**src/hw/rtl/md4_stream_hasher_top_assert.svh**
```systemverilog
// Assertion macros for the MD4 stream hasher.
`ifndef MD4_STREAM_HASHER_TOP_ASSERT_SVH
`define MD4_STREAM_HASHER_TOP_ASSERT_SVH

// Implication checked on every clock edge outside reset.
`define MD4_ASSERT_IMPL(label, ante, cons, msg) \
  label: assert property (@(posedge clk_i) disable iff (!rst_ni) (ante) |-> (cons)) \
    else $error(msg);

// Implication whose consequent is checked in the cycle after the antecedent.
`define MD4_ASSERT_NEXT(label, ante, cons, msg) \
  label: assert property (@(posedge clk_i) disable iff (!rst_ni) (ante) |=> (cons)) \
    else $error(msg);

`endif

```
**src/hw/rtl/md4_pkg.sv**
```systemverilog
// ----------------------------------------------------------------------------
// md4_pkg
// Types and constants shared by the MD4 stream hasher controller and datapath.
// ----------------------------------------------------------------------------
package md4_pkg;

  localparam logic [31:0] IvWord0 = 32'h67452301;
  localparam logic [31:0] IvWord1 = 32'hEFCDAB89;
  localparam logic [31:0] IvWord2 = 32'h98BADCFE;
  localparam logic [31:0] IvWord3 = 32'h10325476;
  localparam logic [31:0] Round2Add = 32'h5A827999;
  localparam logic [31:0] Round3Add = 32'h6ED9EBA1;
  localparam logic [7:0]  PadMark = 8'h80;
  localparam logic [5:0]  LenPos = 6'd56;
  localparam logic [5:0]  LastStep = 6'd47;

  typedef enum logic [2:0] {
    StIdle,
    StComp,
    StPad,
    StFinal
  } state_e;

  // Controller to datapath.
  typedef struct packed {
    logic       put_en;     // write one byte into the buffer
    logic [7:0] put_byte;
    logic       cnt_inc;    // advance bit count
    logic       pos_inc;    // advance pad position only
    logic       len_wr;     // write bit count to words 14 and 15
    logic       comp_start; // load working words from chaining value
    logic       comp_step;  // run one round step
    logic       comp_end;   // fold working words into chaining value
    logic       out_load;   // capture digest
    logic       msg_clear;  // back to initial vector, zero count
  } md4_cmd_t;

  // Datapath to controller.
  typedef struct packed {
    logic [5:0] pos;
    logic [5:0] step;
  } md4_sts_t;

  function automatic logic [3:0] word_index(input logic [5:0] j);
    logic [3:0] k;
    k = j[3:0];
    case (j[5:4])
      2'd0:    word_index = k;
      2'd1:    word_index = {k[1:0], k[3:2]};
      default: word_index = {k[0], k[1], k[2], k[3]};
    endcase
  endfunction

  function automatic logic [4:0] shift_amt(input logic [5:0] j);
    case (j[5:4])
      2'd0: begin
        case (j[1:0])
          2'd0: shift_amt = 5'd3;
          2'd1: shift_amt = 5'd7;
          2'd2: shift_amt = 5'd11;
          default: shift_amt = 5'd19;
        endcase
      end
      2'd1: begin
        case (j[1:0])
          2'd0: shift_amt = 5'd3;
          2'd1: shift_amt = 5'd5;
          2'd2: shift_amt = 5'd9;
          default: shift_amt = 5'd13;
        endcase
      end
      default: begin
        case (j[1:0])
          2'd0: shift_amt = 5'd3;
          2'd1: shift_amt = 5'd9;
          2'd2: shift_amt = 5'd11;
          default: shift_amt = 5'd15;
        endcase
      end
    endcase
  endfunction

endpackage

```
**src/hw/rtl/md4_dpath.sv**
```systemverilog
// ----------------------------------------------------------------------------
// md4_dpath
// Block buffer, bit count, chaining value and one MD4 step per cycle.
// ----------------------------------------------------------------------------
module md4_dpath (
  input  logic              clk_i,
  input  logic              rst_ni,
  input  md4_pkg::md4_cmd_t cmd_i,
  output md4_pkg::md4_sts_t sts_o,
  output logic [63:0]       digest_low_o,
  output logic [63:0]       digest_high_o
);

  logic [31:0] buf_q [16];
  logic [31:0] cv_q [4];
  logic [31:0] ww_q [4];
  logic [63:0] cnt_q;
  logic [5:0]  pad_q;   // pad write position
  logic [5:0]  step_q;
  logic [63:0] dlo_q, dhi_q;

  logic [5:0]  pos;
  logic [31:0] b, c, d, a, f, sum, rot, w;
  logic [1:0]  ia;
  logic [4:0]  s;

  // pad beats track their own position; byte beats use the count
  assign pos = cmd_i.pos_inc ? pad_q : cnt_q[8:3];
  assign sts_o.pos  = pos;
  assign sts_o.step = step_q;

  assign ia = 2'd0 - step_q[1:0];
  assign a  = ww_q[ia];
  assign b  = ww_q[2'd1 - step_q[1:0]];
  assign c  = ww_q[2'd2 - step_q[1:0]];
  assign d  = ww_q[2'd3 - step_q[1:0]];
  assign w  = buf_q[md4_pkg::word_index(step_q)];
  assign s  = md4_pkg::shift_amt(step_q);

  always_comb begin
    case (step_q[5:4])
      2'd0:    f = (b & c) | (~b & d);
      2'd1:    f = ((b & c) | (b & d) | (c & d)) + md4_pkg::Round2Add;
      default: f = (b ^ c ^ d) + md4_pkg::Round3Add;
    endcase
    sum = a + f + w;
    rot = (sum << s) | (sum >> (6'd32 - {1'b0, s}));
  end

  always_ff @(posedge clk_i) begin
    if (cmd_i.put_en) buf_q[pos[5:2]][pos[1:0]*8 +: 8] <= cmd_i.put_byte;
    if (cmd_i.len_wr) begin
      buf_q[14] <= cnt_q[31:0];
      buf_q[15] <= cnt_q[63:32];
    end
    if (cmd_i.comp_start) begin
      for (int i = 0; i < 4; i++) ww_q[i] <= cv_q[i];
    end else if (cmd_i.comp_step) begin
      ww_q[ia] <= rot;
    end
    if (cmd_i.out_load) begin
      dlo_q <= {cv_q[1], cv_q[0]};
      dhi_q <= {cv_q[3], cv_q[2]};
    end
  end

  always_ff @(posedge clk_i or negedge rst_ni) begin
    if (!rst_ni) begin
      cv_q[0] <= md4_pkg::IvWord0;
      cv_q[1] <= md4_pkg::IvWord1;
      cv_q[2] <= md4_pkg::IvWord2;
      cv_q[3] <= md4_pkg::IvWord3;
      cnt_q   <= '0;
      pad_q   <= '0;
      step_q  <= '0;
    end else begin
      if (cmd_i.cnt_inc) cnt_q <= cnt_q + 64'd8;
      if (cmd_i.pos_inc) pad_q <= pad_q + 6'd1;
      else if (!cmd_i.comp_step) pad_q <= cnt_q[8:3] + (cmd_i.cnt_inc ? 6'd1 : 6'd0);
      if (cmd_i.comp_step) begin
        step_q <= (step_q == md4_pkg::LastStep) ? 6'd0 : step_q + 6'd1;
      end
      if (cmd_i.comp_end) begin
        cv_q[0] <= cv_q[0] + ((ia == 2'd0) ? rot : ww_q[0]);
        cv_q[1] <= cv_q[1] + ((ia == 2'd1) ? rot : ww_q[1]);
        cv_q[2] <= cv_q[2] + ((ia == 2'd2) ? rot : ww_q[2]);
        cv_q[3] <= cv_q[3] + ((ia == 2'd3) ? rot : ww_q[3]);
      end
      if (cmd_i.msg_clear) begin
        cv_q[0] <= md4_pkg::IvWord0;
        cv_q[1] <= md4_pkg::IvWord1;
        cv_q[2] <= md4_pkg::IvWord2;
        cv_q[3] <= md4_pkg::IvWord3;
        cnt_q   <= '0;
      end
    end
  end

  assign digest_low_o  = dlo_q;
  assign digest_high_o = dhi_q;

endmodule

```
**config.mk**
```make
export PLATFORM = sky130hd
export DESIGN_NAME = md4_dpath
export DESIGN_NICKNAME = d
export VERILOG_FILES = /design/src/hw/rtl/md4_stream_hasher_top_assert.svh /design/src/hw/rtl/md4_pkg.sv /design/src/hw/rtl/md4_dpath.sv
export SDC_FILE = /design/constraint.sdc
export NUM_CORES = 2
export LEC_CHECK = 0
export ABC_AREA = 0
export BUFFER_PORTS_ARGS = -buffer_cell sky130_fd_sc_hd__buf_2
export CAP_MARGIN = 20
export CORE_ASPECT_RATIO = 1.4
export CORE_MARGIN = 2
export CORE_UTILIZATION = 50
export CTS_CLUSTER_DIAMETER = 80
export DETAILED_ROUTE_END_ITERATION = 10
export PLACE_DENSITY = 0.66
export SETUP_SLACK_MARGIN = 0.5
export SLEW_MARGIN = 30
export SYNTH_ARGS = -nofsm -noshare
export SYNTH_HDL_FRONTEND = slang
export SYNTH_SLANG_ARGS = --single-unit
```
**constraint.sdc**
```tcl
create_clock -name clk_i -period 17 [get_ports clk_i]
set_input_delay 0.85 -clock clk_i [delete_from_list [all_inputs] [get_ports clk_i]]
set_output_delay 0.85 -clock clk_i [all_outputs]
set_load 0.01 [all_outputs]
```
* Word level (Yosys, flattened, before mapping) *
Memory sizes are Yosys's and may differ from the RTL's.
Cells that the tools add are included.

word-level totals
  word-level logic and storage cells = 89
  memories kept = 2
  RAM bits = 640
  flip-flop bits (word level) = 332

cells by class
  eq/ne operators = 8
  reduce and logical (&&, ||, !) cells = 6
  muxes and demuxes = 31
  add/subtract/negate cells = 18
  shift operators = 4
  bitwise operators = 11

memory list
  memory  depth  width  rd ports  clocked after Yosys merged registers in  write ports  line             source
  buf_q   16     32     1         0                                        3            md4_dpath.sv:14  logic [31:0] buf_q [16];
  ww_q    4      32     8         0                                        4            md4_dpath.sv:16  logic [31:0] ww_q [4];

operator list
  cell                                                    count
  two-way mux 128 bit                                     2
  adder 32 bit                                            6
  two-way mux 32 bit                                      6
  bitwise AND 32 bit                                      4
  two-way mux 64 bit                                      2
  OR 32 bit                                               4
  adder 32 x 31 -> 32 bit (second input constant)         2
  adder 64 x 4 -> 64 bit (second input constant)          1
  case mux 32 bit (2 select lines)                        1
  bitwise XOR 32 bit                                      2
  negation 5 -> 34 bit                                    1
  variable shift 8 x 34 -> 32 bit (first input constant)  1
  variable part select 8 x 34 -> 32 bit                   1
  NOT 32 bit                                              1
  OR reduction 32 bit                                     1
  left shift 32 x 5 -> 32 bit                             1
  >> shifter 32 x 6 -> 32 bit                             1
  two-way mux 6 bit                                       4
  case mux 4 bit (3 select lines)                         2
  case mux 5 bit (3 select lines)                         1
  adder 6 x 1 -> 6 bit (second input constant)            2
  two-way mux 1 bit                                       10
  case mux 5 bit (2 select lines)                         1
  case mux 4 bit (2 select lines)                         1
  11 further kinds                                        20

* Logic depth before layout (Yosys ltp) *
An unclocked memory read counts as a cell.

  depth after elaboration = 15
  depth in mapped cells = 54
  mapped depth without buffers = 47

* Least setup slack after synthesis *
No wires, ideal clock.

  kind = flip-flop to flip-flop
  start point = register step_q[1]
  end point = register cv_q[126] (netlist bit)
  arrival = 11642 ps
  period minus slack after synthesis = 11721 ps
  stages on the path, launching flop included = 53
  path slack = 5279 ps
  setup time = 79 ps
  cell sequence = dfrtp_1 > buf_2 > clkinv_1 > buf_1 > clkbuf_1 > ha_1 > clkbuf_1 > buf_1 > clkbuf_1 > mux4_2 > fa_1 > ha_1 > a21boi_0 > nand2b_1 > a31oi_1 > nor2b_1 > nor2_1 > o21ai_0 > (+17 left out) > a21oi_1 > nor2_1 > a221oi_2 > o21ai_1 > mux2i_1 > ha_1 > nand2_1 > o21ai_0 > a31oi_1 > a2bb2oi_1 > a31oi_1 > o41ai_1 > a32oi_1 > or3b_2 > nor3b_1 > a2111oi_0 > xor2_1 > o21ai_0

between the ends
  longest elaborated chain between the ends = 15
  elaborated cells between the ends (all ways) = 38

ends and longest elaborated chain
  what                                                                        line                              source
  start, declared                                                             md4_dpath.sv:19                   logic [5:0] step_q;
  start signal, assigned                                                      md4_dpath.sv:81                   step_q <= (step_q == md4_pkg::LastStep) ? 6'd0 : step_q + 6'd1;
  subtractor 1 x 2 -> 2 bit (tied with other cells)                           md4_dpath.sv:34                   assign b = ww_q[2'd1 - step_q[1:0]];
  memory read (4 x 32 bit)                                                    --
  bitwise AND 32 bit (on tied branches)                                       md4_dpath.sv:42, md4_dpath.sv:43
  OR 32 bit (2 in a row)                                                      md4_dpath.sv:43                   2'd1: f = ((b & c) | (b & d) | (c & d)) + md4_pkg::Round2Add;
  adder 32 x 31 -> 32 bit                                                     md4_dpath.sv:43
  case mux 32 bit (2 select lines)                                            md4_dpath.sv:41                   case (step_q[5:4])
  adder 32 bit (2 in a row)                                                   md4_dpath.sv:46                   sum = a + f + w;
  >> shifter 32 x 6 -> 32 bit or left shift 32 x 5 -> 32 bit (tied branches)  md4_dpath.sv:47                   rot = (sum << s) | (sum >> (6'd32 - {1'b0, s}));
  OR 32 bit                                                                   md4_dpath.sv:47
  two-way mux 32 bit *                                                        md4_dpath.sv:84                   cv_q[0] <= cv_q[0] + ((ia == 2'd0) ? rot : ww_q[0]);
  adder 32 bit *                                                              md4_dpath.sv:84
  two-way mux 128 bit *                                                       md4_dpath.sv:83                   if (cmd_i.comp_end) begin
  two-way mux 128 bit *                                                       md4_dpath.sv:89                   if (cmd_i.msg_clear) begin
  end, declared                                                               md4_dpath.sv:15                   logic [31:0] cv_q [4];

Mark *: on every way between the ends. The rest lies on a longest branch, timed or not. The select of a mux whose other input is x is not followed.
A chain may end at the register's enable or synchronous reset.

* Worst setup path in the final report *
  start point = register step_q[0]
  end point = register cv_q[126] (netlist bit)

The elaborated chain is that of the path after synthesis.

==> metrics.md <==
| Metric | Value |
|---|---|
| Largest net degree at the start of global routing | ~130 |
| RSZ-0062 raised after global routing | false |
| Reg2reg start | step_q[0]$_DFFE_PN0P_ |
| Die Span Y | around 400 µm |
| Number of port buffers | between 150 and 200 |
| First-pass GRT wire length | roughly 260000 µm |
| Initial core utilization | between 50% and 60% |
| Fmax | between 70 and 80 MHz |
| Fill count | roughly 9600 |
| Status | finished clean |
| Die width | 288.8 µm |
| CTS Buf Count | 94 |
| Netlist Area Pre-Place | about 0.057 mm² |
| CP arrival | 13.94 ns |
| Final ANT Viol Nets | 0 |
| Seq. cell area | between 0.02 and 0.03 mm² |
| Worst-path clk slew | roughly 0.070 ns |
| Routed WL | 180600 µm |
| Top-level port count | approximately 160 |
| Bufs on Longest Clock Path | 3 |
| Hold Slack | 0.1877 ns |
| Count leader, synth | edfxtp_1 |
| Period minus WS final | roughly 13 ns |
| Per-cell routed wire length | about 28 µm |
| Multi-input gate area | 0.02707 mm² |
| Syn Inst Count | about 4900 |
| Placed Area | around 0.059 mm² |
| CTS tree | built |
| Syn nets | roughly 5200 |
| Area leader, netlist | edfxtp_1 |
| EDFF count, synth | roughly 770 |
| Clk_skew | a little over 0.03 ns |
| Cell mode on critical path | o21ai_0 |
| Post-CTS Resized | 0 |
| Number of H-tree levels | 3 |
| Hold Buf Count CTS | 0 |
| Share of cells above drive strength 1 | between 10% and 20% |
| Mean Syn Cell Area | between 10 and 15 µm² |
| CP top delay family | compound AO/OA/AOI/OAI gates |
| Core area | between 0.1 and 0.15 mm² |
| Critical path buffers and inverters | 3 |
| Reg-to-reg slack, setup | 3.66 ns |
| Fin crit share | 78.45% |
| Post-synth cell types | about 100 |
| Grt total ovfl | 0 |
| Ys async rst share | between 20% and 30% |
| Hold WC Path Type | input port to async pin |
| Crit path max fanout | 56 |
| Max-cap violations | 0 |
| CP Capture Type | flip-flop |
| Fin area | 0.06232 mm² |
| FP Rows | between 100 and 150 |
| CP Launch Type | flip-flop |
| Vias in the first global route | between 30000 and 40000 |
| Worst flop-to-flop path endpoint | cv_q[126]$_DFFE_PN1P_ |
| WP data required | between 15 and 20 ns |
| Routability cong. | 1.033 |
| Vias | between 40000 and 50000 |
| Final hold violation count | 0 |
| Number of antenna violations at the first check in global routing | 1 |
| Root Buffer | clkbuf_16 |
| Final net count | roughly 5300 |
| DR pass1 iterations | 8 |
| Pins Over Slew Limit | 0 |
| DRT iter0 DRCs | approximately 3500 |
| Worst slew pin tran | 1.088 ns |
| Setup_tns | 0 ns |
| Sink Count | between 900 and 1000 |
| DR vias/cell | around 6.3 |
| Max_slew headroom | between 20% and 30% |
| Crit Path Category | flip-flop to flip-flop |
| GRT Total Usage | around 31% |
| Post-CTS Repair Setup Buffers | 0 |
| Post-synth top area share | between 40% and 50% |
| R2R depth | 44 |
| Slowest CP cell | dfrtp_4 |
| Post-synthesis sequential area ratio | between 40% and 50% |
| CP peak stage delay | about 0.97 ns |
| Drt drc | 0 |
| Ranking of synthesized cells by area | edfxtp_1 (41%), mux4_2 (8.6%), dfrtp_1 (6.0%), ha_1 (4.1%), nand2_1 (3.8%) |
| Dpl hpwl | roughly 130000 µm |
| Die area | 0.1163 mm² |
| Post-synth top cells | edfxtp_1 (768), nand2_1 (575), nor2_1 (405) |
| Synth warn | 0 |
| # setup viols final | 0 |
| Clock latency at the later pin of the worst-skew pair | 0.72 ns |
| Top_reg_cell synth | edfxtp_1 |
| Synthesized flop and latch total | about 970 |
| Syn-to-layout area delta | 9.774% |
| Final core occ | between 50% and 60% |
==> logic make-up (layout without fill, tap and decap cells) <==
family	after synthesis	in the layout	synth area share (%)
adder cells (fa/ha/maj)	255	255	6.519
buffers and inverters	438	580	2.947
other	0	3	0
AND/OR/NAND/NOR	1393	1393	10.93
XOR/XNOR	231	231	3.564
flip-flops	969	969	49.62
multiplexers	460	460	13.17
AO/OA/AOI/OAI	1167	1167	13.25
==> cell usage in the layout, fill, tap and decap left out, types with 133 or more instances in the layout <==
master    instances
a21oi_1         338
inv_1           168
mux4_2          218
mux2i_1         134
edfxtp_1        768
nand2_1         575
ha_1            183
buf_2           154
nor2_1          405
dfrtp_1         133
o21ai_0         258
==> metal layers <==
metal	track usage, %	share of wire (%)	wire, µm
met1	37.24	36	65260
met2	51.80	49	88900
met3	4.485	6.6	12000
met4	21.41	8.0	14450
met5	0	0	0
==> worst reg2reg max path: cells and delay by family (launching register included) <==
kind | cells | cell delay [ns]
xor gates and xnor gates | 2 | 0.33
adders and majority gates | 6 | 2.61
AOI/OAI and AO/OA | 22 | 6.07
buffers and inverters | 3 | 0.64
and+or+nand+nor | 9 | 1.84
DFF | 1 | 0.97
muxes | 2 | 0.75
==> worst max path at each step <==
stage	startpoint	to	slack, ns	cells past startpoint
floorplan	step_q[1]$_DFFE_PN0P_	cv_q[126]$_DFFE_PN1P_	5.28	52
global placement	step_q[0]$_DFFE_PN0P_	cv_q[126]$_DFFE_PN1P_	3.98	44
detailed placement	step_q[0]$_DFFE_PN0P_	cv_q[126]$_DFFE_PN1P_	3.89	44
CTS	step_q[0]$_DFFE_PN0P_	cv_q[126]$_DFFE_PN1P_	3.86	44
global route	step_q[0]$_DFFE_PN0P_	cv_q[126]$_DFFE_PN1P_	2.82	44
finish	step_q[0]$_DFFE_PN0P_	cv_q[126]$_DFFE_PN1P_	3.66	44
==> final cells by class <==
type	instances	share of cell area, %
clock inverter	59	1.036
inverter	171	1.034
sequential	969	45.22
tap	1480	2.971
clock buffer	115	4.013
antenna	3	0.01205
multi-input combinational	3506	43.44
timing repair buffer	235	2.283
==> through the flow <==
step / worst slack [ns] / instances
3_5_place_dp: 3.892 / 6361
3_3_place_gp: 3.980 / 6361
6_report: 3.664 / 6538
5_1_grt: 2.823 / 6535
2_1_floorplan: 5.279 / 4913
4_1_cts: 3.858 / 6535
==> state kept, by name, indices dropped and copies added (netlist names) <==
signal	count
cv_q	128
pad_q	6
digest_low_o	64
digest_high_o	64
buf_q	512
cnt_q	61
step_q	6
ww_q	128
Power is not shown: default switching activity piles up to over one toggle a cycle in this logic, so the estimate is an artifact.
