## config.mk

```make
export PLATFORM = sky130hd
export DESIGN_NAME = md4_ctrl
export DESIGN_NICKNAME = d
export VERILOG_FILES = /design/src/hw/rtl/md4_pkg.sv /design/src/hw/rtl/md4_ctrl.sv
export VERILOG_INCLUDE_DIRS = /design/src /design/src/hw/rtl
export SDC_FILE = /design/constraint.sdc
export NUM_CORES = 1
export LEC_CHECK = 0
export BUFFER_PORTS_ARGS = -buffer_cell sky130_fd_sc_hd__buf_4
export CORE_ASPECT_RATIO = 0.8
export CORE_MARGIN = 2
export CORE_UTILIZATION = 33
export DETAILED_ROUTE_END_ITERATION = 10
export GPL_TIMING_DRIVEN = 0
export PLACE_DENSITY = 0.73
export SYNTH_ARGS = -nofsm -noshare
export SYNTH_HDL_FRONTEND = slang
export SYNTH_SLANG_ARGS = --single-unit
```

## constraint.sdc

```tcl
create_clock -name clk_i -period 1.5 [get_ports clk_i]
set_clock_uncertainty 0.15 [all_clocks]
set_input_delay 0.3 -clock clk_i [delete_from_list [all_inputs] [get_ports clk_i]]
set_output_delay 0.3 -clock clk_i [all_outputs]
set_load 0.05 [all_outputs]
```

## src/hw/rtl/md4_stream_hasher_top_assert.svh

```systemverilog
// Assertion macros for the MD4 stream hasher.
`ifndef MD4_STREAM_HASHER_TOP_ASSERT_SVH
`define MD4_STREAM_HASHER_TOP_ASSERT_SVH

// Implication checked on every clock edge outside reset.
`define MD4_ASSERT_IMPL(label, ante, cons, msg) \
  label: assert property (@(posedge clk_i) disable iff (!rst_ni) (ante) |-> (cons)) \
    else $error(msg);

// Implication whose consequent is checked in the cycle after the antecedent.
`define MD4_ASSERT_NEXT(label, ante, cons, msg) \
  label: assert property (@(posedge clk_i) disable iff (!rst_ni) (ante) |=> (cons)) \
    else $error(msg);

`endif

```

## src/hw/rtl/md4_pkg.sv

```systemverilog
// ----------------------------------------------------------------------------
// md4_pkg
// Types and constants shared by the MD4 stream hasher controller and datapath.
// ----------------------------------------------------------------------------
package md4_pkg;

  localparam logic [31:0] IvWord0 = 32'h67452301;
  localparam logic [31:0] IvWord1 = 32'hEFCDAB89;
  localparam logic [31:0] IvWord2 = 32'h98BADCFE;
  localparam logic [31:0] IvWord3 = 32'h10325476;
  localparam logic [31:0] Round2Add = 32'h5A827999;
  localparam logic [31:0] Round3Add = 32'h6ED9EBA1;
  localparam logic [7:0]  PadMark = 8'h80;
  localparam logic [5:0]  LenPos = 6'd56;
  localparam logic [5:0]  LastStep = 6'd47;

  typedef enum logic [2:0] {
    StIdle,
    StComp,
    StPad,
    StFinal
  } state_e;

  // Controller to datapath.
  typedef struct packed {
    logic       put_en;     // write one byte into the buffer
    logic [7:0] put_byte;
    logic       cnt_inc;    // advance bit count
    logic       pos_inc;    // advance pad position only
    logic       len_wr;     // write bit count to words 14 and 15
    logic       comp_start; // load working words from chaining value
    logic       comp_step;  // run one round step
    logic       comp_end;   // fold working words into chaining value
    logic       out_load;   // capture digest
    logic       msg_clear;  // back to initial vector, zero count
  } md4_cmd_t;

  // Datapath to controller.
  typedef struct packed {
    logic [5:0] pos;
    logic [5:0] step;
  } md4_sts_t;

  function automatic logic [3:0] word_index(input logic [5:0] j);
    logic [3:0] k;
    k = j[3:0];
    case (j[5:4])
      2'd0:    word_index = k;
      2'd1:    word_index = {k[1:0], k[3:2]};
      default: word_index = {k[0], k[1], k[2], k[3]};
    endcase
  endfunction

  function automatic logic [4:0] shift_amt(input logic [5:0] j);
    case (j[5:4])
      2'd0: begin
        case (j[1:0])
          2'd0: shift_amt = 5'd3;
          2'd1: shift_amt = 5'd7;
          2'd2: shift_amt = 5'd11;
          default: shift_amt = 5'd19;
        endcase
      end
      2'd1: begin
        case (j[1:0])
          2'd0: shift_amt = 5'd3;
          2'd1: shift_amt = 5'd5;
          2'd2: shift_amt = 5'd9;
          default: shift_amt = 5'd13;
        endcase
      end
      default: begin
        case (j[1:0])
          2'd0: shift_amt = 5'd3;
          2'd1: shift_amt = 5'd9;
          2'd2: shift_amt = 5'd11;
          default: shift_amt = 5'd15;
        endcase
      end
    endcase
  endfunction

endpackage

```

## src/hw/rtl/md4_ctrl.sv

```systemverilog
// ----------------------------------------------------------------------------
// md4_ctrl
// Sequencer: byte intake, compression steps, padding and digest handoff.
// ----------------------------------------------------------------------------
module md4_ctrl (
  input  logic              clk_i,
  input  logic              rst_ni,
  input  logic              in_valid_i,
  output logic              in_ready_o,
  input  logic [7:0]        data_byte_i,
  input  logic              byte_valid_i,
  input  logic              end_of_message_i,
  output logic              out_valid_o,
  input  logic              out_ready_i,
  input  md4_pkg::md4_sts_t sts_i,
  output md4_pkg::md4_cmd_t cmd_o
);

  md4_pkg::state_e state_q, state_d;
  logic fin_q, fin_d;   // padding pending, until the length is placed
  logic mark_q, mark_d; // pad marker not yet written
  logic len_q, len_d;   // length already placed, next compression is the last
  logic outv_q, outv_d;

  always_ff @(posedge clk_i or negedge rst_ni) begin
    if (!rst_ni) begin
      state_q <= md4_pkg::StIdle;
      fin_q   <= 1'b0;
      mark_q  <= 1'b0;
      len_q   <= 1'b0;
      outv_q  <= 1'b0;
    end else begin
      state_q <= state_d;
      fin_q   <= fin_d;
      mark_q  <= mark_d;
      len_q   <= len_d;
      outv_q  <= outv_d;
    end
  end

  assign out_valid_o = outv_q;

  always_comb begin
    state_d    = state_q;
    fin_d      = fin_q;
    mark_d     = mark_q;
    len_d      = len_q;
    outv_d     = outv_q;
    in_ready_o = 1'b0;
    cmd_o      = '0;
    // drop the digest once its beat is taken
    if (outv_q && out_ready_i) outv_d = 1'b0;
    unique case (state_q)
      md4_pkg::StIdle: begin
        in_ready_o = 1'b1;
        if (in_valid_i) begin
          if (byte_valid_i) begin
            cmd_o.put_en   = 1'b1;
            cmd_o.put_byte = data_byte_i;
            cmd_o.cnt_inc  = 1'b1;
          end
          fin_d  = end_of_message_i;
          mark_d = end_of_message_i;
          len_d  = 1'b0;
          if (byte_valid_i && sts_i.pos == 6'd63) begin
            cmd_o.comp_start = 1'b1;
            state_d = md4_pkg::StComp;
          end else if (end_of_message_i) begin
            state_d = md4_pkg::StPad;
          end
        end
      end
      md4_pkg::StComp: begin
        cmd_o.comp_step = 1'b1;
        if (sts_i.step == md4_pkg::LastStep) begin
          cmd_o.comp_end = 1'b1;
          if (len_q) state_d = md4_pkg::StFinal;
          else if (fin_q) state_d = md4_pkg::StPad;
          else state_d = md4_pkg::StIdle;
        end
      end
      md4_pkg::StPad: begin
        // marker on first pad beat, zeros after
        cmd_o.put_en   = 1'b1;
        cmd_o.put_byte = mark_q ? md4_pkg::PadMark : 8'h00;
        cmd_o.pos_inc  = 1'b1;
        mark_d = 1'b0;
        if (sts_i.pos == 6'd63) begin
          cmd_o.comp_start = 1'b1;
          state_d = md4_pkg::StComp;
        end else if (sts_i.pos == md4_pkg::LenPos - 6'd1) begin
          cmd_o.len_wr     = 1'b1;
          cmd_o.comp_start = 1'b1;
          fin_d   = 1'b0;
          len_d   = 1'b1;
          state_d = md4_pkg::StComp;
        end
      end
      md4_pkg::StFinal: begin
        // hold until the output register is free
        if (!outv_q || out_ready_i) begin
          cmd_o.out_load  = 1'b1;
          cmd_o.msg_clear = 1'b1;
          outv_d  = 1'b1;
          len_d   = 1'b0;
          state_d = md4_pkg::StIdle;
        end
      end
      default: state_d = md4_pkg::StIdle;
    endcase
  end

  `include "md4_stream_hasher_top_assert.svh"

  `MD4_ASSERT_NEXT(a_out_hold, outv_q && !out_ready_i, outv_q, "digest dropped while stalled")
  `MD4_ASSERT_IMPL(a_no_take_busy, in_ready_o, state_q == md4_pkg::StIdle, "accept while busy")
  `MD4_ASSERT_IMPL(a_load_free, cmd_o.out_load, !outv_q || out_ready_i, "digest overwritten")
  `MD4_ASSERT_IMPL(a_step_end, state_q == md4_pkg::StComp && sts_i.step == md4_pkg::LastStep,
                   cmd_o.comp_end, "compression not folded")

endmodule

```

* Word-level counts from Yosys, hierarchy flattened
Cells that the tools add are included.
Cells by class: add/subtract/negate cells 0, $mul 0, div/mod/pow operators 0, order comparisons 0, equal/unequal tests 13, shift operators 0, mux-type cells 40, bitwise operators 0, reduce and logical (&&, ||, !) cells 11
Operators with widths (number):
- two-way mux 3 bit | 8
- two-way mux 10 bit | 2
- == test 6 bit, second input constant | 3
- one-hot mux 9 bit (2 select lines) | 1
- two-way mux 1 bit | 17
- two-way mux 2 bit | 6
- one-hot mux 3 bit (4 select lines) | 1
- != test 2 bit, second input constant | 5
- AND reduction 5 bit | 2
- two-way mux 8 bit | 1
- == test 3 x 2 -> 1 bit, second input constant | 2
- != test 3 bit, second input constant | 2
- one-hot mux 1 bit (2 select lines) | 3
- AND reduction 4 bit | 1
- == test 3 x 1 -> 1 bit, second input constant | 1
- logical NOT 3 bit | 1
- one-hot mux 1 bit (3 select lines) | 1
- nonzero test 3 bit | 1
- logical AND 1 bit | 2
- AND reduction 2 bit | 1
- nonzero test 2 bit | 1
- logical NOT 1 bit | 1
- logical OR 1 bit | 1
Storage, ports and cells: register bits after elaboration 7, latch bits 0, RAM bits 0, memory bits (read-only) 0, input port bits 26, output and inout port bits 19, word-level logic and storage cells 69, memories 0

* Logic depth before layout (Yosys ltp)
Gate-level depths: netlist of run 1.
depth in word-level cells 5, mapped depth 6, gate-level depth less buffers 4

* Worst setup path before layout of run 1
No wires, ideal clock.
path kind flip-flop to output port, start register state_q[0], end output cmd_o[4] (netlist bit), arrival 2.152 ns, required time 1.050 ns, path slack -1.102 ns, stages on the path, launching flop included 6, path buffers 1, path through dfrtp_1 -> buf_6 -> nor3b_2 -> and2_1 -> a21oi_1 -> nor2_1
RTL lines:
- start, declared | line md4_ctrl.sv:19 | md4_pkg::state_e state_q, state_d;
- start signal, assigned | line md4_ctrl.sv:27 | state_q <= md4_pkg::StIdle;
- start signal, assigned | line md4_ctrl.sv:33 | state_q <= state_d;
- end, declared | line md4_ctrl.sv:16 | output md4_pkg::md4_cmd_t cmd_o

==> impl_metrics.ini, run 1 <==
[cts]
clk_latency_ns = 0.28
cts.sinks = 6
cts_max_level = 1
root_buffer = clkbuf_4
clk_pin_slew_ns = 0.06
cts_tree = built
cts.path.max_buffers = 2
numCtsBuffers = 3

[synth]
synth.area.mux_share = 0
ys_ff_latch = 6
synth_nets = 91
synthTopCellsByArea = dfrtp_1, and3_1, buf_6, o21ai_0, nor2b_4
synthSimpleGateAreaFrac = 0.4112
synth_top_area_cell = dfrtp_1
yosysWarnings = 0
ys_seq_area_frac = 0.2804
synth_compound_area_frac = 0.1893
syn_area_per_cell_um2 = 8.239
synth-adder-area-share = 0
netlist_instances = 65
synth_cell_type_count = 29
synth_area_um2 = 535.5
synth_xor_area_frac = 0
synth_top_area_frac = 0.2804
synth_top_family_by_area = simple AND/OR/NAND/NOR gates

[timing]
hold_viol_final = 0
relSlewSlack = 0.6709
setup_viol = 23
slew_viol_final = 0
setup_ws_ns = -0.5710
final.min_clock_period_ns = 2.071
rsz0062_at_grt = true
timing.fmax_mhz = 482.9
post-route-period-util = 1.381
setup_tns_ns = -9.652
max_slew.worst_pin.slew_ns = 0.4885

[drt]
drc = 0
dr.pass1.iters = 4
drt-initial-drc-count = 26
wl_um = 3189
vias_per_cell = 5.487
wl_per_cell_um = 20.71
dr_total_vias = 845
drtAntennaViolNets = 0

[final_layout]
fillers = 49
num_antenna_cells = 0
area_delta_synth_final_pct = 153.5
nets = 160
drive_above_1_share = 0.7444
stdcell_count = 154
final_core_util = 0.9321

[pwr]
p_leak_nw = 0.6748
ir_drop_v = 0.001416
power_density_nw_per_um2 = 1846

[global_route]
antenna_found_initial = 0
overflow = 0
grt_usage = 0.2593
grt_max_degree = 10
grt_pass1_wl_um = 3684
grt_pass1_vias = 795

[outcome]
violations = setup timing
outcome = complete, but fails checks

[setup_path]
critPathLaunch = state_q[0]$_DFFE_PN0P_
max_stage_delay_ns = 0.39
rr_startpoint = state_q[0]$_DFFE_PN0P_
worstPathRequired_ns = 1.05
crit_fanout = 7
start_kind = flop
path_class = flop to output port
end_kind = output port
critPathSlowestCell = dfrtp_1
crit_top_cell = buf_6
crit_chain = buf_6 > nor3b_4 > buf_6 > and3_2 > buf_6
arrival_ns = 1.62

[place]
dp_slack_ns = -0.4280
dpl.hpwl_um = 1442
dp.cells = 130
gp_congestion = 0.8399
port-buffer-count = 44

[floorplanning]
start_util = 0.3677
die_h_um = 40.03
die_x_um = 49.04
core_area_um2 = 1456
ios = 45
rows = 12
dieArea_um2 = 1963

[min_path]
hp-start = out_ready_i
hold_class = input port to flop

[flow_run]
cap_viol_max_count = 0
## path summary, 6_finish.rpt
check | endpoint | slack [ns] | cells after the start
setup / recovery | cmd_o[10] | -0.57 | 5
min in group asynchronous | state_q[1]$_DFFE_PN0P_ | 0.21 | 2
setup reg to reg | state_q[0]$_DFFE_PN0P_ | -0.50 | 8
hold / removal | out_valid_o$_DFF_PN0_ | 0.18 | 3
max in group asynchronous | out_valid_o$_DFF_PN0_ | 0.86 | 2
hold reg to reg | out_valid_o$_DFF_PN0_ | 0.41 | 2
## metal layers
| layer | vias up | share of wire | wire length, um | GRT usage |
|---|---|---|---|---|
| met5 | - | 0 | 0 | 0 |
| met4 | 0 | 0.030 | 95 | 0.1286 |
| met3 | 13 | 0.082 | 263 | 0.07463 |
| met2 | 62 | 0.53 | 1695 | 0.5068 |
| met1 | 394 | 0.36 | 1134 | 0.2699 |
| li1 | 376 | - | - | - |
## cell type report
class | count | area, um^2 | area share
Timing Repair Buffer | 65 | 640.6 | 0.4719
Multi-Input combinational cell | 50 | 452.9 | 0.3336
Sequential cell | 6 | 151.4 | 0.1115
Buffer | 4 | 45.04 | 0.03318
Clock buffer | 4 | 26.28 | 0.01935
Tap cell | 21 | 26.28 | 0.01935
Inverter | 4 | 15.01 | 0.01106
## synth_stat cells
| cell type | n |
|---|---|
| a211oi_1 | 1 |
| a21o_1 | 1 |
| a21oi_1 | 4 |
| a22o_1 | 1 |
| a31oi_1 | 1 |
| and2_1 | 1 |
| and3_1 | 8 |
| and4_1 | 1 |
| and4_4 | 1 |
| and4b_1 | 1 |
| buf_4 | 2 |
| buf_6 | 3 |
| dfrtp_1 | 6 |
| inv_1 | 4 |
| nand2_1 | 6 |
| nand2b_1 | 1 |
| nand3_1 | 3 |
| nand4_1 | 1 |
| nor2_1 | 2 |
| nor2b_1 | 1 |
| nor2b_4 | 2 |
| nor3_1 | 1 |
| nor3b_1 | 1 |
| nor3b_2 | 1 |
| o21ai_0 | 6 |
| o22ai_1 | 2 |
| o32ai_1 | 1 |
| or2_2 | 1 |
| or4_4 | 1 |
## state kept, by name, indices dropped and copies added (netlist names)
name	flops
out_valid_o	1
fin_q	1
mark_q	1
state_q	2
len_q	1
## cells by family (layout without fill, tap and decap cells)
kind of cell | after synthesis | after routing
compound gates | 17 | 17
buf+inv | 9 | 77
flops | 6 | 6
simple gates | 33 | 33
## worst max-delay path, delay by kind of cell (launching register included)
family | cells | cell delay [ns]
simple gates | 2 | 0.48
buf+inv | 3 | 0.47
flops | 1 | 0.39
## stage by stage
stage / instance area [um^2] / hold slack [ns] / total power, mW
after floorplan: 604.3 / -0.1456 / 1.246
after global placement: 960.9 / -0.03735 / 1.563
after detailed placement: 960.9 / -0.03706 / 1.575
after CTS: 1202 / 0.1502 / 2.126
after global routing: 1358 / 0.1826 / 2.575
final: 1358 / 0.1785 / 2.506
## placed cells by master (no fill, tap or decap), types with 2 or more instances in the layout
cell type  netlist  routed
o21ai_0          6       6
buf_8            0      14
nor3b_4          0       2
buf_4            2      38
clkbuf_4         0       3
dfrtp_1          6       5
nor2b_4          2       3
nand3_1          3       2
a21oi_1          4       2
nor2_4           0       2
nand2_1          6       5
inv_1            4       4
and3_2           0       2
o22ai_2          0       2
buf_6            3      16
and3_4           0       5
## report_power, final
group          internal [mW]  leakage [nW]  switching [mW]
clock                  0.103        0.0150          0.0938
combinational          0.960         0.585            1.06
sequential             0.232        0.0747          0.0582
total                   1.30         0.675            1.21
## repair_timing
action | in CTS | in global routing
gates cloned | 0 | 0
pin swaps | 7 | 8
hold buffers | 1 | 0
hold endpoints to repair | 6 | 0
setup buffers | 12 | 8
setup endpoints to repair | 20 | 22
gates resized for setup | 32 | 24
Power figures use the tool's default switching activity.
==> inputs of run 2 (changes only) <==
--- a/config.mk
+++ b/config.mk
@@ -7,12 +7,12 @@
 export NUM_CORES = 1
 export LEC_CHECK = 0
 export BUFFER_PORTS_ARGS = -buffer_cell sky130_fd_sc_hd__buf_4
-export CORE_ASPECT_RATIO = 0.8
+export CAP_MARGIN = 25
 export CORE_MARGIN = 2
-export CORE_UTILIZATION = 33
+export CORE_UTILIZATION = 37
 export DETAILED_ROUTE_END_ITERATION = 10
 export GPL_TIMING_DRIVEN = 0
-export PLACE_DENSITY = 0.73
+export PLACE_DENSITY = 0.78
 export SYNTH_ARGS = -nofsm -noshare
 export SYNTH_HDL_FRONTEND = slang
 export SYNTH_SLANG_ARGS = --single-unit
==> constraint.sdc (replaced) <==
create_clock -name clk_i -period 2 [get_ports clk_i]
set_clock_uncertainty 0.15 [all_clocks]
set_input_delay 0.4 -clock clk_i [delete_from_list [all_inputs] [get_ports clk_i]]
set_output_delay 0.4 -clock clk_i [all_outputs]
set_load 0.05 [all_outputs]
==> run 2 against run 1 <==
  * The run still ends with setup timing left
  * Clock power decreased by 42%
  * Combinational power shrank 47%
  * Cell area decreased by 21%
  * Die area is 9.9% lower
  * Routed wire length decreased by 40%
  * Critical path depth is 1 higher
  * Clock-buffer cell count shrank 1
==> impl_metrics.ini, run 2 (synthesized netlist as in run 1, its figures left out) <==
[cts]
cts_tree = built
clk_latency_ns = 0.25
root_buffer = clkbuf_4
cts_max_level = 1
clk_pin_slew_ns = 0.05
cts.sinks = 6
numCtsBuffers = 3
cts.path.max_buffers = 2

[outcome]
violations = setup timing
outcome = complete, but fails checks

[timing]
timing.fmax_mhz = 493.5
final.min_clock_period_ns = 2.026
setup_ws_ns = -0.02626
slew_viol_final = 0
setup_viol = 5
relSlewSlack = 0.7427
rsz0062_at_grt = true
max_slew.worst_pin.slew_ns = 0.3819
holdWs_ns = 0.3068
post-route-period-util = 1.013
hold_viol_final = 0

[floorplanning]
dieArea_um2 = 1768
rows = 13
core_area_um2 = 1334
die_x_um = 42.05
die_h_um = 42.05
start_util = 0.4015
ios = 45

[place]
gp_congestion = 0.8709
dp_slack_ns = -0.1085
dpl.hpwl_um = 1356
port-buffer-count = 44
dp.cells = 124

[drt]
dr_total_vias = 743
drtAntennaViolNets = 0
wl_per_cell_um = 14.19
vias_per_cell = 5.504
wl_um = 1915
drt-initial-drc-count = 22
drc = 0
dr.pass1.iters = 5

[flow_run]
cap_viol_max_count = 0

[pwr]
power_density_nw_per_um2 = 1316
seqPwrFrac = 0.155
p_clk_frac = 0.082
p_leak_nw = 0.5740
comb_power_share = 0.764
switching_share = 0.5060
intPower_mw = 0.6940
p_sw_mw = 0.7110
ir_drop_v = 0.0009743

[setup_path]
end_kind = output port
worstReg2RegEnd = state_q[0]$_DFFE_PN0P_
path_class = flop to output port
worst_r2r_path_depth = 6
worstPathRequired_ns = 1.45
crit_fanout = 5
arrival_ns = 1.48
start_kind = flop
rr_startpoint = state_q[0]$_DFFE_PN0P_
r2r_slack_ns = 0.15

[global_route]
grt_pass1_wl_um = 2918
grt_pass1_vias = 651
grt_max_degree = 10
antenna_found_initial = 0
overflow = 0
grt_usage = 0.2121

[final_layout]
drive_above_1_share = 0.6000
nets = 148
final_cell_mix = buf_4, buf_6, and3_1, nand2_1, o21ai_0
stdcell_count = 135
area_delta_synth_final_pct = 99.30
largest-register = state_q
final_common_cell = buf_4
largest_reg_flops = 2
num_antenna_cells = 0

[min_path]
hold_end = out_valid_o$_DFF_PN0_
hold_depth = 3
hold_class = input port to flop
hp-start = out_ready_i
[run 2: what timing repair did]
action | CTS | global route
resized for setup | 13 | 8
pin swaps | 4 | 3
buffers inserted | 5 | 3
hold buffers | 1 | 0
hold endpoints to repair | 6 | 0
endpoints found under the setup margin | 11 | 13
gates cloned | 0 | 0
[run 2: critical path: stages, from the launching register on]
cell	delay [ns]
dfrtp_1	0.37
buf_6	0.13
nor3b_4	0.20
and2_4	0.20
a21oi_2	0.06
nor2_2	0.11
buf_6	0.16
[run 2: power by group through the flow]
stage	Sequential, mW	Clock, mW	Combinational, mW
global placement	0.200	0	0.914
detailed placement	0.202	0	0.929
global route	0.223	0.124	1.13
CTS	0.200	0.116	1.03
floorplan	0.232	0	0.651
finish	0.217	0.115	1.07
[run 2: final cells by class]
cell class / instances / area [um^2]
sequential: 6 / 151.4
timing repair buffer: 53 / 464.2
inverter: 4 / 15.01
multi-input combinational: 50 / 357.8
buffer: 4 / 37.54
fill: 88 / 266.5
tap: 15 / 18.77
clock buffer: 3 / 22.52
[run 2: routing by layer]
| layer | track usage | vias to the layer above | wire length, um |
|---|---|---|---|
| li1 | - | 347 | - |
| met3 | 0.06897 | 6 | 175 |
| met1 | 0.2579 | 336 | 720 |
| met2 | 0.3781 | 54 | 1000 |
| met4 | 0.01875 | 0 | 18 |
| met5 | 0 | - | 0 |
[run 2: how the worst max path moves through the flow]
| stage | cells past startpoint | startpoint | slack, ns | to |
|---|---|---|---|---|
| CTS | 6 | state_q[1]$_DFFE_PN0P_ | -0.05 | cmd_o[4] |
| detailed placement | 6 | state_q[0]$_DFFE_PN0P_ | -0.11 | cmd_o[4] |
| finish | 6 | state_q[0]$_DFFE_PN0P_ | -0.03 | cmd_o[4] |
| global route | 6 | state_q[0]$_DFFE_PN0P_ | -0.13 | cmd_o[4] |
| global placement | 6 | state_q[0]$_DFFE_PN0P_ | -0.07 | cmd_o[4] |
| floorplan | 5 | state_q[0]$_DFFE_PN0P_ | -0.22 | cmd_o[4] |
[run 2: stage by stage]
| stage | cell area [um^2] | util | TNS [ns] | total power [mW] |
|---|---|---|---|---|
| 2_1_floorplan | 554.3 | - | -0.4066 | 0.8823 |
| 3_3_place_gp | 903.4 | 0.6773 | -0.1117 | 1.114 |
| 3_5_place_dp | 903.4 | 0.6773 | -0.2032 | 1.131 |
| 4_1_cts | 1025 | 0.7683 | -0.1345 | 1.345 |
| 5_1_grt | 1067 | 0.8002 | -0.9094 | 1.474 |
| 6_report | 1067 | 0.8002 | -0.04662 | 1.405 |
==> inputs of run 3 (changes only) <==
--- a/config.mk
+++ b/config.mk
@@ -9,10 +9,11 @@
 export BUFFER_PORTS_ARGS = -buffer_cell sky130_fd_sc_hd__buf_4
 export CAP_MARGIN = 25
 export CORE_MARGIN = 2
-export CORE_UTILIZATION = 37
+export CORE_UTILIZATION = 39
+export CTS_BUF_LIST = sky130_fd_sc_hd__clkbuf_8
 export DETAILED_ROUTE_END_ITERATION = 10
 export GPL_TIMING_DRIVEN = 0
-export PLACE_DENSITY = 0.78
+export PLACE_DENSITY = 0.81
 export SYNTH_ARGS = -nofsm -noshare
 export SYNTH_HDL_FRONTEND = slang
 export SYNTH_SLANG_ARGS = --single-unit
==> run 3 against run 2 <==
  * Clock-buffer cell count is the same
  * Highest routed layer unchanged
  * Die area shrank 4.7%
  * Sequential power shrank 8%
  * Largest cell class unchanged
  * The run still ends with setup timing left
  * Routed wire length grew 10%
  * Global-route usage grew 3.1 points
  * Critical endpoint unchanged
  * Critical path depth is the same
  * Final cell count shrank 1.5%
==> impl_metrics.ini, run 3 (synthesized netlist as in run 1, its figures left out) <==
[setup_path]
worstReg2RegEnd = state_q[0]$_DFFE_PN0P_
worst_r2r_path_depth = 6
end_kind = output port
critPathLaunch = state_q[0]$_DFFE_PN0P_
path_class = flop to output port
crit_fanout = 6
worstPathRequired_ns = 1.45
r2r_slack_ns = 0.11
arrival_ns = 1.57
rr_startpoint = state_q[0]$_DFFE_PN0P_
start_kind = flop
critPathSlowestCell = dfrtp_1
crit_top_cell = buf_6
crit_chain = buf_6 > nor3b_4 > and2_4 > a21oi_2 > nor2_2 > buf_6
max_stage_delay_ns = 0.36

[final_layout]
area_delta_synth_final_pct = 99.53
final_common_cell = buf_4
drive_above_1_share = 0.6017
nets = 146
final_cell_mix = buf_4, buf_6
largest-register = state_q
fin_area_um2 = 1069
largest_reg_flops = 2
stdcell_count = 133
num_antenna_cells = 0
register_area_um2 = 150.1
final_core_util = 0.8315
fillers = 83
multi_input_area_um2 = 360.3

[min_path]
hp-start = out_ready_i
hold_depth = 3
hold_end = out_valid_o$_DFF_PN0_
hold_class = input port to flop

[drt]
dr_total_vias = 734
wl_per_cell_um = 15.91
drtAntennaViolNets = 0
wl_um = 2116
drt-initial-drc-count = 27
vias_per_cell = 5.519
dr.pass1.iters = 4
drc = 0

[pwr]
total_power_mw = 1.456
power_density_nw_per_um2 = 1363
ir_drop_v = 0.001366
p_leak_nw = 0.5630

[global_route]
grt_max_degree = 11
antenna_found_initial = 0
grt_usage = 0.2430
grt_pass1_vias = 592
overflow = 0
grt_pass1_wl_um = 2566

[timing]
post-route-period-util = 1.062
slew_viol_final = 0
hold_viol_final = 0
setup_tns_ns = -0.6150
setup_ws_ns = -0.1238
rsz0062_at_grt = true
timing.fmax_mhz = 470.9
final.min_clock_period_ns = 2.124
relSlewSlack = 0.7665
max_slew.worst_pin.slew_ns = 0.3466
setup_viol = 10

[outcome]
violations = setup timing
outcome = complete, but fails checks

[floorplanning]
rows = 13
ios = 45
die_h_um = 41.06
start_util = 0.4167
dieArea_um2 = 1686
die_x_um = 41.06
core_area_um2 = 1285

[place]
dpl.hpwl_um = 1396
port-buffer-count = 44
dp.cells = 124
gp_congestion = 0.8936
placed_area_um2 = 903.4

[flow_run]
cap_viol_max_count = 0

[cts]
cts.sinks = 6
clk_latency_ns = 0.22
cts.path.max_buffers = 2
clk_pin_slew_ns = 0.04
cts_max_level = 1
root_buffer = clkbuf_8
cts_tree = built
numCtsBuffers = 3
[run 3: changes by cell type in the layout (fill, tap and decap cells not counted), sizes merged]
cell  delta
buf      -2
[run 3: power breakdown]
part / leakage, nW / internal [mW] / switching, mW / total (mW)
Clock: 0.0216 / 0.129 / 0.0544 / 0.184
Combinational: 0.465 / 0.440 / 0.633 / 1.07
Sequential: 0.0761 / 0.173 / 0.0272 / 0.200
Total: 0.563 / 0.742 / 0.714 / 1.46
[run 3: metal layers]
layer  GRT usage  wire (um)  vias to the layer above
li1            -          -                      344
met1      0.2718        839                      346
met2      0.4219       1128                       40
met3     0.06522        119                        4
met4      0.1083         29                        0
met5           0          0                        -
[run 3: worst max-delay path by stage]
stage / end / cells after the start
global placement: cmd_o[4] / 6
finish: cmd_o[4] / 6
global route: cmd_o[4] / 6
detailed placement: cmd_o[4] / 6
CTS: cmd_o[4] / 6
floorplan: cmd_o[4] / 5
[run 3: cell type report]
cell class,count,share of cell area
inverters,4,0.01405
clock buffers,3,0.03864
flip-flops and latches,6,0.1405
repair buffers,50,0.4063
well taps,15,0.01756
multi-input cells,50,0.3372
plain buffers,5,0.04567
[run 3: critical path, delay by kind of cell (launching register included)]
| family | cells | cell delay (ns) |
|---|---|---|
| flops | 1 | 0.36 |
| compound gates | 1 | 0.07 |
| buf+inv | 2 | 0.32 |
| simple gates | 3 | 0.60 |
[run 3: per-stage QoR]
stage	worst slack, ns	hold slack (ns)
after detailed placement	-0.1266	0.06417
final	-0.1238	0.3110
after global placement	-0.07192	0.06202
after global routing	-0.1489	0.3471
after CTS	-0.02429	0.3009
after floorplan	-0.2205	-0.04559
[run 3: timing repair]
action | in CTS | in global routing
hold endpoints to repair | 6 | 0
resized for setup | 11 | 8
hold buffers | 1 | 0
endpoints found under the setup margin | 11 | 12
gates cloned | 0 | 0
pin swaps | 2 | 2
buffers inserted | 4 | 1
